**config.mk**
```make
export PLATFORM = sky130hd
export DESIGN_NAME = keypad_two_key_code_lock
export DESIGN_NICKNAME = d
export VERILOG_FILES = /design/src/rtl/kcl_pkg.sv /design/src/rtl/keypad_two_key_code_lock.sv /design/src/rtl/kcl_key_enc.sv /design/src/rtl/kcl_lock_ctrl.sv
export SDC_FILE = /design/constraint.sdc
export NUM_CORES = 1
export LEC_CHECK = 0
export ABC_CLOCK_PERIOD_IN_PS = 3700
export BUFFER_PORTS_ARGS = -buffer_cell sky130_fd_sc_hd__clkbuf_2
export CORE_MARGIN = 4
export CORE_UTILIZATION = 50
export DETAILED_ROUTE_END_ITERATION = 12
export PLACE_DENSITY = 0.75
export REMOVE_ABC_BUFFERS = 1
export SLEW_MARGIN = 20
export SYNTH_ARGS = -nofsm -noshare
export SYNTH_HDL_FRONTEND = slang
export SYNTH_SLANG_ARGS = --single-unit
```
**constraint.sdc**
```tcl
create_clock -name i_clk -period 3.7 [get_ports i_clk]
set_clock_uncertainty 0.05 [all_clocks]
set_input_delay 0.37 -clock i_clk [delete_from_list [all_inputs] [get_ports i_clk]]
set_output_delay 0.37 -clock i_clk [all_outputs]
set_load 0.02 [all_outputs]
```
**src/rtl/kcl_pkg.sv**
```systemverilog
`default_nettype none

package kcl_pkg;

    localparam int unsigned SCAN_W   = 16;
    localparam int unsigned CHAR_W   = 7;
    localparam int unsigned TICK_W   = 10;
    localparam int unsigned HALF_W   = 8;
    localparam int unsigned HALVES_W = 6;
    localparam int unsigned CFG_IDX_W  = 3;
    localparam int unsigned CFG_DATA_W = 10;

    // reset values of the settings
    localparam logic [CHAR_W-1:0]   RST_FIRST_KEY  = 7'd48;  // '0'
    localparam logic [CHAR_W-1:0]   RST_SECOND_KEY = 7'd51;  // '3'
    localparam logic [TICK_W-1:0]   RST_SUCC_TICKS = 10'd40;
    localparam logic [HALF_W-1:0]   RST_HALF_TICKS = 8'd5;
    localparam logic [HALVES_W-1:0] RST_HALVES     = 6'd8;

    localparam logic OP_SCAN = 1'b0;
    localparam logic OP_TICK = 1'b1;

    typedef enum logic [CFG_IDX_W-1:0] {
        CFG_FIRST_KEY  = 3'd0,
        CFG_SECOND_KEY = 3'd1,
        CFG_SUCC_TICKS = 3'd2,
        CFG_HALF_TICKS = 3'd3,
        CFG_HALVES     = 3'd4
    } t_cfg_idx;

    typedef enum logic [1:0] {
        VD_NONE = 2'd0,
        VD_PASS = 2'd1,
        VD_FAIL = 2'd2
    } t_verdict;

    typedef enum logic [3:0] {
        PH_FIRST   = 4'b0001,
        PH_SECOND  = 4'b0010,
        PH_SUCCESS = 4'b0100,
        PH_BLINK   = 4'b1000
    } t_phase;

    typedef struct packed {
        logic [CHAR_W-1:0]   first_key;
        logic [CHAR_W-1:0]   second_key;
        logic [TICK_W-1:0]   succ_ticks;
        logic [HALF_W-1:0]   half_ticks;
        logic [HALVES_W-1:0] halves;
    } t_cfg;

    typedef struct packed {
        logic              hit;
        logic [CHAR_W-1:0] code;
    } t_key_info;

    typedef struct packed {
        logic              lamp_on;
        logic              key_valid;
        logic [CHAR_W-1:0] key_char;
        t_verdict          verdict;
    } t_result;

    // keypad legend by bit: "123A" "456B" "789C" "*0#D"
    localparam logic [CHAR_W-1:0] KEY_ASCII [SCAN_W] = '{
        7'h31, 7'h32, 7'h33, 7'h41,
        7'h34, 7'h35, 7'h36, 7'h42,
        7'h37, 7'h38, 7'h39, 7'h43,
        7'h2A, 7'h30, 7'h23, 7'h44
    };

endpackage

`default_nettype wire

```
**src/rtl/keypad_two_key_code_lock.sv**
```systemverilog
`default_nettype none

// channel   valid     stall     payload
// request   i_valid   o_stall   i_operation, i_first_scan, i_second_scan
// result    o_valid   i_stall   o_lamp_on, o_key_valid, o_key_char, o_verdict
// settings  i_cfg_we  -         i_cfg_index, i_cfg_data
//
// One request per cycle while i_stall does not hold the result register; a request passes
// the request register, then the lock update feeds the result register.
// Synchronous active-low reset: lock waits for a first key, lamp off,
// settings back to defaults.
// o_stall rises only while the result register is full and i_stall holds it.

module keypad_two_key_code_lock
    import kcl_pkg::*;
(
    input  wire logic                  i_clk,
    input  wire logic                  i_rst_n,
    input  wire logic                  i_valid,
    output logic                       o_stall,
    input  wire logic                  i_operation,
    input  wire logic [SCAN_W-1:0]     i_first_scan,
    input  wire logic [SCAN_W-1:0]     i_second_scan,
    output logic                       o_valid,
    input  wire logic                  i_stall,
    output logic                       o_lamp_on,
    output logic                       o_key_valid,
    output logic [CHAR_W-1:0]          o_key_char,
    output logic [1:0]                 o_verdict,
    input  wire logic                  i_cfg_we,
    input  wire logic [CFG_IDX_W-1:0]  i_cfg_index,
    input  wire logic [CFG_DATA_W-1:0] i_cfg_data
);

    logic              r_in_valid;
    logic              r_op;
    logic [SCAN_W-1:0] r_scan_a;
    logic [SCAN_W-1:0] r_scan_b;
    logic              r_out_valid;
    t_result           r_res;
    t_result           w_res;
    t_cfg              r_cfg;
    logic              w_adv;

    assign w_adv   = r_in_valid && (!r_out_valid || !i_stall);
    assign o_stall = r_in_valid && !w_adv;

    always_ff @(posedge i_clk) begin
        if (!i_rst_n) begin
            r_cfg.first_key  <= RST_FIRST_KEY;
            r_cfg.second_key <= RST_SECOND_KEY;
            r_cfg.succ_ticks <= RST_SUCC_TICKS;
            r_cfg.half_ticks <= RST_HALF_TICKS;
            r_cfg.halves     <= RST_HALVES;
        end else if (i_cfg_we) begin
            case (i_cfg_index)
                CFG_FIRST_KEY:  r_cfg.first_key  <= i_cfg_data[CHAR_W-1:0];
                CFG_SECOND_KEY: r_cfg.second_key <= i_cfg_data[CHAR_W-1:0];
                CFG_SUCC_TICKS: r_cfg.succ_ticks <= i_cfg_data[TICK_W-1:0];
                CFG_HALF_TICKS: r_cfg.half_ticks <= i_cfg_data[HALF_W-1:0];
                CFG_HALVES:     r_cfg.halves     <= i_cfg_data[HALVES_W-1:0];
                default: ;
            endcase
        end
    end

    always_ff @(posedge i_clk) begin
        if (!i_rst_n) begin
            r_in_valid <= 1'b0;
        end else if (!o_stall) begin
            r_in_valid <= i_valid;
        end
    end

    always_ff @(posedge i_clk) begin
        if (!o_stall && i_valid) begin
            r_op     <= i_operation;
            r_scan_a <= i_first_scan;
            r_scan_b <= i_second_scan;
        end
    end

    kcl_lock_ctrl u_ctrl (
        .i_clk         (i_clk),
        .i_rst_n       (i_rst_n),
        .i_step        (w_adv),
        .i_operation   (r_op),
        .i_first_scan  (r_scan_a),
        .i_second_scan (r_scan_b),
        .i_cfg         (r_cfg),
        .o_result      (w_res)
    );

    always_ff @(posedge i_clk) begin
        if (!i_rst_n) begin
            r_out_valid <= 1'b0;
        end else if (w_adv) begin
            r_out_valid <= 1'b1;
        end else if (!i_stall) begin
            r_out_valid <= 1'b0;
        end
    end

    always_ff @(posedge i_clk) begin
        if (w_adv) begin
            r_res <= w_res;
        end
    end

    assign o_valid     = r_out_valid;
    assign o_lamp_on   = r_res.lamp_on;
    assign o_key_valid = r_res.key_valid;
    assign o_key_char  = r_res.key_char;
    assign o_verdict   = r_res.verdict;

endmodule

`default_nettype wire

```
**src/rtl/kcl_key_enc.sv**
```systemverilog
`default_nettype none

module kcl_key_enc
    import kcl_pkg::*;
(
    input  wire logic [SCAN_W-1:0] i_deb,
    input  wire logic [SCAN_W-1:0] i_last,
    output t_key_info              o_key
);

    logic [SCAN_W-1:0] w_fresh;

    assign w_fresh = i_deb & ~i_last;

    // later hits override: top row wins, leftmost column within a row
    always_comb begin
        o_key.hit  = |w_fresh;
        o_key.code = '0;
        for (int row = 0; row < 4; row++) begin
            for (int col = 3; col >= 0; col--) begin
                if (w_fresh[row*4 + col]) begin
                    o_key.code = KEY_ASCII[row*4 + col];
                end
            end
        end
    end

endmodule

`default_nettype wire

```
**src/rtl/kcl_lock_ctrl.sv**
```systemverilog
`default_nettype none

module kcl_lock_ctrl
    import kcl_pkg::*;
(
    input  wire logic              i_clk,
    input  wire logic              i_rst_n,
    input  wire logic              i_step,
    input  wire logic              i_operation,
    input  wire logic [SCAN_W-1:0] i_first_scan,
    input  wire logic [SCAN_W-1:0] i_second_scan,
    input  wire t_cfg              i_cfg,
    output t_result                o_result
);

    t_phase              r_phase,  n_phase;
    logic [SCAN_W-1:0]   r_last,   n_last;
    logic                r_ok,     n_ok;
    logic [TICK_W-1:0]   r_tick,   n_tick;
    logic [HALVES_W-1:0] r_halves, n_halves;
    logic                r_lamp,   n_lamp;

    logic [SCAN_W-1:0] w_deb;
    t_key_info         w_key;

    assign w_deb = i_first_scan & i_second_scan;

    kcl_key_enc u_enc (
        .i_deb  (w_deb),
        .i_last (r_last),
        .o_key  (w_key)
    );

    always_comb begin
        n_phase  = r_phase;
        n_last   = r_last;
        n_ok     = r_ok;
        n_tick   = r_tick;
        n_halves = r_halves;
        n_lamp   = r_lamp;
        o_result.key_valid = 1'b0;
        o_result.key_char  = '0;
        o_result.verdict   = VD_NONE;

        unique case (r_phase)
            PH_FIRST, PH_SECOND: begin
                if (i_operation == OP_SCAN) begin
                    n_last = w_deb;
                    if (w_key.hit) begin
                        o_result.key_valid = 1'b1;
                        o_result.key_char  = w_key.code;
                        if (r_phase == PH_FIRST) begin
                            n_ok    = (w_key.code == i_cfg.first_key);
                            n_phase = PH_SECOND;
                        end else begin
                            n_tick   = '0;
                            n_halves = '0;
                            n_lamp   = 1'b1;
                            if (r_ok && (w_key.code == i_cfg.second_key)) begin
                                o_result.verdict = VD_PASS;
                                n_phase          = PH_SUCCESS;
                            end else begin
                                o_result.verdict = VD_FAIL;
                                n_phase          = PH_BLINK;
                            end
                        end
                    end
                end
            end
            PH_SUCCESS: begin
                if (i_operation == OP_TICK) begin
                    n_tick = r_tick + 1'b1;
                    if (n_tick >= i_cfg.succ_ticks) begin
                        n_phase = PH_FIRST;
                        n_lamp  = 1'b0;
                        n_last  = '0;
                        n_ok    = 1'b0;
                        n_tick  = '0;
                        n_halves = '0;
                    end
                end
            end
            PH_BLINK: begin
                if (i_operation == OP_TICK) begin
                    n_tick = r_tick + 1'b1;
                    if (n_tick >= TICK_W'(i_cfg.half_ticks)) begin
                        n_tick   = '0;
                        n_halves = r_halves + 1'b1;
                        n_lamp   = ~r_lamp;
                        if (n_halves >= i_cfg.halves) begin
                            n_phase  = PH_FIRST;
                            n_lamp   = 1'b0;
                            n_last   = '0;
                            n_ok     = 1'b0;
                            n_halves = '0;
                        end
                    end
                end
            end
            default: begin
                n_phase = PH_FIRST;
            end
        endcase

        o_result.lamp_on = n_lamp;
    end

    always_ff @(posedge i_clk) begin
        if (!i_rst_n) begin
            r_phase  <= PH_FIRST;
            r_last   <= '0;
            r_ok     <= 1'b0;
            r_tick   <= '0;
            r_halves <= '0;
            r_lamp   <= 1'b0;
        end else if (i_step) begin
            r_phase  <= n_phase;
            r_last   <= n_last;
            r_ok     <= n_ok;
            r_tick   <= n_tick;
            r_halves <= n_halves;
            r_lamp   <= n_lamp;
        end
    end

    // lamp only shows during a display
    a_lamp_idle: assert property (@(posedge i_clk) disable iff (!i_rst_n)
        (r_phase == PH_FIRST || r_phase == PH_SECOND) |-> !r_lamp)
        else $error("lamp lit while entering a code");

    // fresh attempt starts with clean edge memory
    a_first_clean: assert property (@(posedge i_clk) disable iff (!i_rst_n)
        (r_phase == PH_FIRST) |-> (r_last == '0 && !r_ok))
        else $error("stale key memory in first phase");

    // a verdict always starts a display with the lamp on
    a_verdict_disp: assert property (@(posedge i_clk) disable iff (!i_rst_n)
        (i_step && o_result.verdict != VD_NONE) |=>
            ((r_phase == PH_SUCCESS || r_phase == PH_BLINK) && r_lamp))
        else $error("verdict without display");

endmodule

`default_nettype wire

```
==> flow_summary.json <==
{
  "io_pins": 64,
  "final_area_um2": 7430,
  "drc_errors": 0,
  "post_dp_cell_area_um2": 6770,
  "cts_buffer_depth": 2,
  "grt_pass1_wl_mm": 25.6,
  "power_mw": 3.60,
  "synth_warnings": 0,
  "post-route-util_pct": 60.9,
  "seqCellArea_um2": 2880,
  "ys_async_sr_fraction_pct": 0,
  "max_freq_mhz": 289,
  "start_util_pct": 51.8,
  "grt_usage_pct": 22.5,
  "synthTopCellsByArea": "dfxtp_1 (25%), edfxtp_1 (21%), ha_1 (5.1%), nand2_1 (4.8%), mux2i_1 (4.4%)",
  "grt_pass1_vias": 5011,
  "grt_setup_unrepaired": "false",
  "fillers": 1049,
  "core_um2": 12200,
  "path_class": "reg2reg",
  "final_cell_mix": "nand2_1 (81), dfxtp_1 (78), clkbuf_2 (63), nor2_1 (56), a21oi_1 (46)",
  "hold_path_class": "in2reg",
  "nets": 803,
  "clock_latency_ns": 0.42,
  "synth_ff_type": "dfxtp_1",
  "path_cells": "ha_1 > nand3_1 > xnor2_1 > ha_1 > a21oi_1 > a21boi_0 > o311ai_0 > nor4b_4 > or2_2 > nor4_1 > o32ai_1",
  "final_common_cell": "nand2_1",
  "setup_tns_ns": 0,
  "multi_input_area_um2": 3200,
  "grt_max_degree": 64,
  "vias_per_cell": 5.82,
  "syn_inst": 662,
  "clk_pin_slew_ns": 0.06,
  "area_delta_synth_final_pct": 17.6,
  "yosysTopAreaCellShare_pct": 24.7,
  "cpPeakStageDelay_ns": 0.48,
  "vias": 5282,
  "p_leak_nw": 2.99,
  "die_width_um": 120,
  "cts_tree": "built",
  "routed_wl_mm": 15.8,
  "setup_viol": 0,
  "drive_above_1_share_pct": 16.5,
  "cp-start-kind": "register",
  "clock_sinks": 122,
  "fin_crit_ns": 3.46,
  "dp_hpwl_mm": 11.3,
  "die_y_um": 120,
  "antenna_cells": 0,
  "cts_root_buf": "clkbuf_16",
  "drt-initial-drc-count": 457,
  "cts_hold_buf": 0,
  "critPathArrivalTime_ns": 3.74,
  "maxCapViolations": 0,
  "drv_slew": 0,
  "worstPathRequired_ns": 3.98,
  "ys_ff_latch": 122,
  "dp_worst_setup_slack_ns": 0.276,
  "path_max_fanout": 13,
  "cpMaxStageDelayCell": "dfxtp_1",
  "ant_nets": 0,
  "cts_made_buffers": 17,
  "finalWeightedCongestion": 0.891,
  "critPathCaptureType": "register",
  "yosysUniqueCellTypes": 71,
  "avgSynthCellArea_um2": 9.55,
  "ir_drop_uv": 384,
  "finalCritPeriodShare_pct": 93.5,
  "crit_top_cell": "ha_1",
  "tightest_slew_ns": 0.926,
  "synth_area_um2": 6320,
  "grt.overflow.total": 0,
  "slew_headroom_pct": 38.0,
  "p_per_area_nw_per_um2": 484,
  "portBuffers": 63,
  "ys_seq_area_share_pct": 45.6,
  "dieArea_um2": 14500,
  "num_rows": 40,
  "setup_ws_ns": 0.241,
  "status": "finished clean",
  "firstDrtPassIters": 5,
  "antenna_found_initial": 0,
  "synth-edff-count": 44,
  "htree_levels": 4,
  "drt-wirelength-per-cell_um": 17.4,
  "yosysTopAreaCell": "dfxtp_1",
  "hold_viol": 0
}
[logic make-up (layout without fill, tap and decap cells)]
kind of cell,after synthesis,in the layout,share of synthesized area (%)
simple gates,279,279,24.4
fa+ha+maj,26,26,5.15
flops,122,122,45.6
xor+xnor,17,17,2.95
compound gates,133,133,13.7
mux,28,28,4.43
buf+inv,57,134,3.80
[synthesized netlist by cell type, types with 6 or more instances]
master    number
a21oi_1       46
a32oi_1       11
and2_1         6
and3_1        25
and3b_1       11
clkbuf_1      17
dfxtp_1       78
edfxtp_1      44
ha_1          26
inv_1         29
mux2i_1       28
nand2_1       81
nand3_1       20
nand3b_1      19
nor2_1        56
nor2b_1        8
nor3_1        12
nor4_1         6
o211ai_1       9
o21ai_0       23
or3_1          8
xnor2_1       11
[worst paths after layout]
check | startpoint | end | slack [ns] | depth (start not counted)
min reg2reg | r_cfg[21]$_SDFFE_PN0P_ | r_cfg[21]$_SDFFE_PN0P_ | 0.41 | 2
max reg2reg | u_ctrl.r_tick[0]$_SDFFE_PN0P_ | u_ctrl.r_lamp$_SDFFE_PN0P_ | 0.24 | 11
max | u_ctrl.r_tick[0]$_SDFFE_PN0P_ | u_ctrl.r_lamp$_SDFFE_PN0P_ | 0.24 | 11
min | i_second_scan[6] | r_scan_b[6]$_DFFE_PP_ | 0.07 | 1
[repair_timing]
item | CTS | global route
buffers inserted | 0 | 2
gates resized for setup | 0 | 0
setup endpoints to repair | 0 | 2
[critical path: cells and delay by family, from the launching register on]
kind / cells / cell delay, ns
and+or+nand+nor: 4 / 0.99
AOI/OAI and AO/OA: 4 / 0.94
DFF: 1 / 0.48
adders and majority gates: 2 / 0.64
xor gates and xnor gates: 1 / 0.26
[sequential cells by signal, summed over array words and instances (netlist names), 2 cells and up]
signal and cells:
r_cfg 38, r_scan_a 16, r_scan_b 16, u_ctrl.r_last 16
u_ctrl.r_tick 10, o_key_char 7, u_ctrl.r_halves 6, u_ctrl.r_phase 4
o_verdict 2
[area by class of cell]
type                            instances  area share, %
Clock buffer                           17           5.72
Clock inverter                         15           2.98
Inverter                               30           1.51
Multi-Input combinational cell        483           43.0
Sequential cell                       122           38.8
Tap cell                              168           2.83
Timing Repair Buffer                   72           5.15
[power breakdown]
| part | leakage (nW) | switching (mW) | internal (mW) |
|---|---|---|---|
| sequential | 1.06 | 0.0308 | 1.44 |
| clock | 0.307 | 0.626 | 1.19 |
| combinational | 1.62 | 0.192 | 0.113 |
| total | 2.99 | 0.848 | 2.75 |
[stage by stage]
stage / std cells / hold slack [ns]
finish: 907 / 0.0688
global route: 907 / 0.0515
CTS: 905 / 0.0490
detailed placement: 873 / 0.402
global placement: 873 / 0.394
floorplan: 635 / 0.386
[routing by layer]
metal | up-vias | global-route usage, % | wire [um]
li1 | 2553 | - | -
met1 | 2534 | 31.4 | 7390
met2 | 172 | 34.1 | 7150
met3 | 23 | 4.63 | 938
met4 | 0 | 9.42 | 296
met5 | - | 0 | 0
No activity file was read; power rests on OpenSTA's default activity.
